$ cat src/sv/stl_pkg.sv
// ----------------------------------------------------------------------------
// stl_pkg
// Types, character codes and classification helpers for the token lexer.
// ----------------------------------------------------------------------------
package stl_pkg;

    typedef enum logic [2:0] {
        CLS_SEMI = 3'd0,
        CLS_OP   = 3'd1,
        CLS_NUM  = 3'd2,
        CLS_VAR  = 3'd3,
        CLS_UNK  = 3'd4
    } cls_t;

    localparam logic [7:0] CH_SEMI  = 8'h3B;
    localparam logic [7:0] CH_EQ    = 8'h3D;
    localparam logic [7:0] CH_BANG  = 8'h21;
    localparam logic [7:0] CH_LT    = 8'h3C;
    localparam logic [7:0] CH_GT    = 8'h3E;
    localparam logic [7:0] CH_PLUS  = 8'h2B;
    localparam logic [7:0] CH_MINUS = 8'h2D;
    localparam logic [7:0] CH_STAR  = 8'h2A;
    localparam logic [7:0] CH_SLASH = 8'h2F;
    localparam logic [7:0] CH_UNDER = 8'h5F;

    localparam int TDATA_OUT_W = 32;

    typedef struct packed {
        logic       last;
        logic [7:0] second_char;
        logic [7:0] first_char;
        logic [7:0] length;
        cls_t       cls;
    } tok_t;

    // up to two tokens per accepted character
    typedef struct packed {
        logic [1:0] count;
        tok_t       tok1;
        tok_t       tok0;
    } tok_pair_t;

    function automatic logic is_space(input logic [7:0] c);
        return (c >= 8'd9 && c <= 8'd13) || c == 8'd32;
    endfunction

    function automatic logic is_punct(input logic [7:0] c);
        return (c >= 8'd33 && c <= 8'd47) || (c >= 8'd58 && c <= 8'd64) ||
               (c >= 8'd91 && c <= 8'd96) || (c >= 8'd123 && c <= 8'd126);
    endfunction

    function automatic logic is_digit(input logic [7:0] c);
        return c >= 8'd48 && c <= 8'd57;
    endfunction

    function automatic logic is_alpha(input logic [7:0] c);
        return (c >= 8'd65 && c <= 8'd90) || (c >= 8'd97 && c <= 8'd122);
    endfunction

    function automatic cls_t punct_class(input logic [7:0] c);
        cls_t r;
        if (c == CH_SEMI) begin
            r = CLS_SEMI;
        end else if (c == CH_PLUS || c == CH_MINUS || c == CH_STAR || c == CH_SLASH ||
                     c == CH_EQ || c == CH_LT || c == CH_GT) begin
            r = CLS_OP;
        end else if (c == CH_UNDER) begin
            r = CLS_VAR;
        end else begin
            r = CLS_UNK;
        end
        return r;
    endfunction

    function automatic tok_t single_tok(input logic [7:0] c);
        tok_t t;
        t.cls         = punct_class(c);
        t.length      = 8'd1;
        t.first_char  = c;
        t.second_char = 8'd0;
        t.last        = 1'b0;
        return t;
    endfunction

endpackage

$ cat src/sv/streaming_token_lexer_unit.sv
// ----------------------------------------------------------------------------
// streaming_token_lexer_unit
// Line lexer: one character in per transaction, classified tokens out.
//
//   channel   dir  tdata                     tlast
//   s_axis    in   ch                        end_of_line
//   m_axis    out  class/length/chars        last token of this character
//
// One character is accepted per cycle while s_axis_tready is high; its
// tokens are queued in the same cycle and leave one per cycle through a
// four-entry output queue while m_axis_tready is high.
// s_axis_tready drops while the queue holds three or more tokens.
// aresetn is synchronous, active low, and clears lexer state and the queue.
// ----------------------------------------------------------------------------
module streaming_token_lexer_unit #(
    parameter int MAX_TOKEN_LEN = 255
) (
    input  logic        aclk,
    input  logic        aresetn,
    input  logic        s_axis_tvalid,
    output logic        s_axis_tready,
    input  logic [7:0]  s_axis_tdata,   // [7:0] ch
    input  logic        s_axis_tlast,
    output logic        m_axis_tvalid,
    input  logic        m_axis_tready,
    output logic [stl_pkg::TDATA_OUT_W-1:0] m_axis_tdata,
    // [2:0] token_class, [10:3] token_length, [18:11] first_char,
    // [26:19] second_char, [31:27] zero
    output logic        m_axis_tlast
);
    import stl_pkg::*;

    tok_pair_t pair;
    tok_t      head;
    logic      room;
    logic      accept;

    assign s_axis_tready = room;
    assign accept        = s_axis_tvalid && room;

    stl_core #(
        .MAX_TOKEN_LEN(MAX_TOKEN_LEN)
    ) u_core (
        .aclk    (aclk),
        .aresetn (aresetn),
        .accept  (accept),
        .ch      (s_axis_tdata),
        .eol     (s_axis_tlast),
        .res     (pair)
    );

    stl_out_queue u_queue (
        .aclk      (aclk),
        .aresetn   (aresetn),
        .push      (pair),
        .room      (room),
        .out_valid (m_axis_tvalid),
        .out_ready (m_axis_tready),
        .out_tok   (head)
    );

    assign m_axis_tdata = {5'd0, head.second_char, head.first_char, head.length, head.cls};
    assign m_axis_tlast = head.last;

endmodule

$ cat src/sv/stl_core.sv
// ----------------------------------------------------------------------------
// stl_core
// Lexer state and per-character token generation, at most two tokens a cycle.
// ----------------------------------------------------------------------------
module stl_core #(
    parameter int MAX_TOKEN_LEN = 255
) (
    input  logic               aclk,
    input  logic               aresetn,
    input  logic               accept,
    input  logic [7:0]         ch,
    input  logic               eol,
    output stl_pkg::tok_pair_t res
);
    import stl_pkg::*;

    localparam int LEN_W = $clog2(MAX_TOKEN_LEN + 1);

    logic             held_valid_reg, held_valid_next;
    logic [7:0]       held_char_reg, held_char_next;
    logic [LEN_W-1:0] word_len_reg, word_len_next;
    logic             word_digits_reg, word_digits_next;
    logic             word_ident_reg, word_ident_next;
    logic [7:0]       word_first_reg, word_first_next;

    always_comb begin
        tok_t       slot [2];
        tok_t       t;
        logic [1:0] n;
        logic       done;
        logic [15:0] len_wide;

        held_valid_next  = held_valid_reg;
        held_char_next   = held_char_reg;
        word_len_next    = word_len_reg;
        word_digits_next = word_digits_reg;
        word_ident_next  = word_ident_reg;
        word_first_next  = word_first_reg;
        slot[0]  = '0;
        slot[1]  = '0;
        t        = '0;
        n        = 2'd0;
        done     = 1'b0;
        len_wide = 16'd0;

        if (held_valid_reg) begin
            held_valid_next = 1'b0;
            held_char_next  = 8'd0;
            if (ch == CH_EQ && (held_char_reg == CH_EQ || held_char_reg == CH_BANG ||
                                held_char_reg == CH_LT || held_char_reg == CH_GT)) begin
                t.cls         = CLS_OP;
                t.length      = 8'd2;
                t.first_char  = held_char_reg;
                t.second_char = ch;
                t.last        = 1'b0;
                slot[n[0]] = t;
                n = n + 2'd1;
                done = 1'b1;
            end else begin
                slot[n[0]] = single_tok(held_char_reg);
                n = n + 2'd1;
            end
        end

        // a held character implies an empty word, so a flush here is the
        // only word token this character can produce
        if (!done) begin
            if (is_space(ch)) begin
                // word flushed below
            end else if (is_punct(ch)) begin
                // word flushed below, then the punctuation itself
            end else begin
                if (word_len_next == '0) begin
                    word_first_next  = ch;
                    word_digits_next = is_digit(ch);
                    word_ident_next  = is_alpha(ch);
                end else begin
                    word_digits_next = word_digits_next && is_digit(ch);
                    word_ident_next  = word_ident_next && (is_alpha(ch) || is_digit(ch));
                end
                if (word_len_next < LEN_W'(MAX_TOKEN_LEN)) begin
                    word_len_next = word_len_next + LEN_W'(1);
                end
            end

            if (is_space(ch) || is_punct(ch) || eol) begin
                if (word_len_next != '0) begin
                    len_wide = 16'(word_len_next);
                    t.cls = word_digits_next ? CLS_NUM :
                            (word_ident_next ? CLS_VAR : CLS_UNK);
                    t.length      = (len_wide > 16'd255) ? 8'hFF : len_wide[7:0];
                    t.first_char  = word_first_next;
                    t.second_char = 8'd0;
                    t.last        = 1'b0;
                    slot[n[0]] = t;
                    n = n + 2'd1;
                    word_len_next    = '0;
                    word_digits_next = 1'b1;
                    word_ident_next  = 1'b1;
                    word_first_next  = 8'd0;
                end
            end

            if (is_punct(ch) && !is_space(ch)) begin
                if (eol) begin
                    slot[n[0]] = single_tok(ch);
                    n = n + 2'd1;
                end else begin
                    held_valid_next = 1'b1;
                    held_char_next  = ch;
                end
            end
        end

        if (n == 2'd2) begin
            slot[1].last = 1'b1;
        end else if (n == 2'd1) begin
            slot[0].last = 1'b1;
        end

        res.count = accept ? n : 2'd0;
        res.tok0  = slot[0];
        res.tok1  = slot[1];
    end

    always_ff @(posedge aclk) begin
        if (!aresetn) begin
            held_valid_reg  <= 1'b0;
            held_char_reg   <= 8'd0;
            word_len_reg    <= '0;
            word_digits_reg <= 1'b1;
            word_ident_reg  <= 1'b1;
            word_first_reg  <= 8'd0;
        end else if (accept) begin
            held_valid_reg  <= held_valid_next;
            held_char_reg   <= held_char_next;
            word_len_reg    <= word_len_next;
            word_digits_reg <= word_digits_next;
            word_ident_reg  <= word_ident_next;
            word_first_reg  <= word_first_next;
        end
    end

endmodule

$ cat src/sv/stl_out_queue.sv
// ----------------------------------------------------------------------------
// stl_out_queue
// Four-entry token queue, writes up to two tokens and reads one per cycle.
// ----------------------------------------------------------------------------
module stl_out_queue (
    input  logic               aclk,
    input  logic               aresetn,
    input  stl_pkg::tok_pair_t push,
    output logic               room,
    output logic               out_valid,
    input  logic               out_ready,
    output stl_pkg::tok_t      out_tok
);
    import stl_pkg::*;

    tok_t       mem [4];
    logic [1:0] wr_ptr_reg, wr_ptr_next;
    logic [1:0] rd_ptr_reg, rd_ptr_next;
    logic [2:0] count_reg, count_next;
    logic       pop;

    assign pop       = out_valid && out_ready;
    assign out_valid = count_reg != 3'd0;
    assign out_tok   = mem[rd_ptr_reg];
    // leave space for a two-token character
    assign room      = count_reg <= 3'd2;

    always_comb begin
        wr_ptr_next = wr_ptr_reg + push.count;
        rd_ptr_next = rd_ptr_reg + {1'b0, pop};
        count_next  = count_reg + {1'b0, push.count} - {2'b00, pop};
    end

    always_ff @(posedge aclk) begin
        if (push.count != 2'd0) begin
            mem[wr_ptr_reg] <= push.tok0;
        end
        if (push.count == 2'd2) begin
            mem[wr_ptr_reg + 2'd1] <= push.tok1;
        end
    end

    always_ff @(posedge aclk) begin
        if (!aresetn) begin
            wr_ptr_reg <= 2'd0;
            rd_ptr_reg <= 2'd0;
            count_reg  <= 3'd0;
        end else begin
            wr_ptr_reg <= wr_ptr_next;
            rd_ptr_reg <= rd_ptr_next;
            count_reg  <= count_next;
        end
    end

endmodule
$ cat config.mk
export PLATFORM = sky130hd
export DESIGN_NAME = streaming_token_lexer_unit
export DESIGN_NICKNAME = d
export VERILOG_FILES = /design/src/sv/stl_pkg.sv /design/src/sv/streaming_token_lexer_unit.sv /design/src/sv/stl_core.sv /design/src/sv/stl_out_queue.sv
export SDC_FILE = /design/constraint.sdc
export NUM_CORES = 1
export LEC_CHECK = 0
export BUFFER_PORTS_ARGS = -buffer_cell sky130_fd_sc_hd__buf_2
export CAP_MARGIN = 10
export CORE_UTILIZATION = 55
export CTS_CLUSTER_DIAMETER = 200
export DETAILED_ROUTE_END_ITERATION = 6
export PLACE_DENSITY = 0.87
export SYNTH_ARGS = -nofsm -noshare
export SYNTH_HDL_FRONTEND = slang
export SYNTH_SLANG_ARGS = --single-unit
$ cat constraint.sdc
create_clock -name aclk -period 6.55 [get_ports aclk]
set_input_delay 1.31 -clock aclk [delete_from_list [all_inputs] [get_ports aclk]]
set_output_delay 1.31 -clock aclk [all_outputs]
set_load 0.01 [all_outputs]
==> summary.md <==
| Metric | Value |
|---|---|
| Status | complete, no violations |
| Fraction of layout cells with a size suffix above 1 | 0.190 |
| Drt via density | 6.35 |
| Fin crit period | 5.82 ns |
| Async set-reset flop share out of synthesis | 0 |
| RePlAce Congestion | ~1.0 |
| Die width | 123 microns |
| Critical path startpoint category | input port |
| Setup WS pre-CTS | between 0.3 and 0.4 ns |
| Final Net Count | slightly below 800 |
| Cells after synthesis | roughly 700 |
| GRT Util Overall | 0.282 |
| Power Density | roughly 310 nW/um^2 |
| Leading cell type in the layout, fill and taps excluded | edfxtp_1 |
| Core area | about 14,000 sq um |
| Sequential share of the synthesized area | 0.503 |
| First-pass GRT wire length | 31,400 microns |
| Via count | ~6,000 |
| Clock root buffer master | clkbuf_16 |
| Vias in the first global route | roughly 5,800 |
| Hold slack | slightly below 0.5 ns |
| Period utilisation layout | 0.888 |
| Clock Sinks | approximately 150 |
| Clk buf depth | 2 |
| Overflow after GRT | 0 |
| DRT Wirelength | 19,900 microns |
| Fin. max-slew vios | 0 |
| Worst Hold Class | register to register |
| Die height | ~120 microns |
| Antenna fix cells | 0 |
| Area grow syn2layout | 12.6% |
| Worst setup EP type | register |
| Setup Fix Bufs, Post-CTS | 0 |
| Io pins | 48 |
| Final setup fails | 0 |
| Hold Violations, Final | 0 |
| Leak | ~3.5 nW |
| 1st-iter DRT viols | 727 |
| # H-tree levels | 4 |
| Synth cell types | between 70 and 80 |
| Clock skew | roughly 0.011 ns |
| DRC | 0 |
| Clock slew at reported path FFs | ~0.060 ns |
| Syn Area/Cell | 11.3 sq um |
| EDFF count, synth | around 110 |
| Clock Latency Late Sink | 0.43 ns |
| Number of port buffers | 42 |
| Max-slew headroom | 0.385 |
| Maxcap violations | 0 |
| Yosys warns | 0 |
| Router iterations before antenna repair | 6 |
| Placed insts | a little over 900 |
| Largest net degree at the start of global routing | 36 |
| Worst-Margin Slew | around 0.92 ns |
| WL/cell | about 21 microns |
| Crit path required time | between 6 and 7 ns |
| Peak Freq | roughly 170 MHz |
| RSZ-0062 raised after global routing | false |
| Overall power | roughly 2.9 mW |
| CTS Buf Count | 17 |
| Post-CTS Hold Fix Bufs | 0 |
| Worst vdd ir | between 0.15 and 0.2 mV |
| CP Class | input port to register |
| Rows | 43 |
| Detail Placement HPWL | ~13,000 microns |
| Setup ws final | about 0.73 ns |
| CTS tree | built |
| FF+latch count, synth | about 150 |
| Largest reg by FF count | u_queue.mem |
| Antenna violation net count after detailed routing | 0 |
| Max Fanout on Critical Path | 14 |
| DIE AREA | 15,100 sq um |
| Commonest non-fill, non-tap cells in the layout | 112 x edfxtp_1, 68 x nand2_1, 56 x nor2_1 |
| Worst path arrival time | 6.14 ns |
| Initial antenna violation count | 0 |
| Area of the mapped netlist | between 8000 and 9000 sq um |
| Cts repair resizes | 0 |
| Number of flip-flops in the largest register | 112 |
| Layout Cells excl Fill | 950 |
| Synth Flop Type | edfxtp_1 |
| Final total negative setup slack | 0 ns |
| Initial Util | 0.572 |
[cells in the mapped netlist (11+ instances only)]
library cell	n	area share
clkbuf_1	27	0.013
and2_1	15	0.012
mux2i_1	46	0.057
edfxtp_1	112	0.42
o21ai_0	17	0.011
inv_1	40	0.019
nor2_1	58	0.027
nand2_1	68	0.032
dfxtp_1	34	0.085
a21oi_1	25	0.016
nand3_1	16	0.010
mux4_2	28	0.078
o21ai_1	15	0.0093
nor2b_1	15	0.012
nor3_1	11	0.0068
[cell type report]
type	instances	area, sq um
Clock buffer	19	433
Multi-Input combinational cell	492	3650
Tap cell	180	225
Timing Repair Buffer	59	338
Inverter	41	154
Sequential cell	146	4050
Clock inverter	13	205
Fill cell	1050	4990
[where the power goes]
part	switching [mW]	internal (mW)	total, mW
combinational	0.385	0.292	0.677
clock	0.374	0.676	1.05
sequential	0.0342	1.09	1.12
[worst max-delay path, cell delays in order]
cell	delay, ns
buf_2	0.19
or4_4	0.55
a211o_1	0.31
a21oi_2	0.43
nor4_1	0.13
o22ai_1	0.37
nor2_1	0.12
inv_1	0.09
ha_1	0.27
inv_1	0.18
a2111oi_0	0.12
a211o_1	0.35
a21oi_2	0.36
inv_1	0.10
ha_1	0.29
inv_1	0.06
fa_1	0.43
xnor2_1	0.21
xnor2_1	0.09
and2_1	0.15
[cell families after synthesis]
kind of cell / share of synthesized area
other cells: 0.000466
compound gates: 0.129
xor+xnor: 0.0109
buf+inv: 0.0512
simple gates: 0.149
fa+ha+maj: 0.0149
mux: 0.141
flops: 0.503
[metrics by stage]
step | cell area, sq um | utilization
final | 9050 | 0.645
after global routing | 9050 | 0.645
after CTS | 9050 | 0.645
after detailed placement | 8410 | 0.599
after global placement | 8410 | 0.599
after floorplan | 8100 | -
[final timing paths]
check                                   startpoint                               endpoint  slack [ns]  depth (start not counted)
max reg2reg    u_core.word_len_reg[0]$_SDFFE_PN0P_           u_queue.mem[1][13]$_DFFE_PP_        1.73                         16
min reg2reg  u_core.word_first_reg[7]$_SDFFE_PN0P_  u_core.word_first_reg[7]$_SDFFE_PN0P_        0.49                          2
min          u_core.word_first_reg[7]$_SDFFE_PN0P_  u_core.word_first_reg[7]$_SDFFE_PN0P_        0.49                          2
max                                s_axis_tdata[3]        u_queue.count_reg[2]$_SDFF_PN0_        0.73                         20
[metal layers]
| layer | global-route usage | up-vias | routed length (microns) |
|---|---|---|---|
| li1 | - | 2754 | - |
| met1 | 0.376 | 2919 | 8130 |
| met2 | 0.463 | 321 | 9730 |
| met3 | 0.0581 | 38 | 1650 |
| met4 | 0.0884 | 0 | 374 |
| met5 | 0 | - | 0 |
Note: power is estimated with default switching activity, not from simulation.
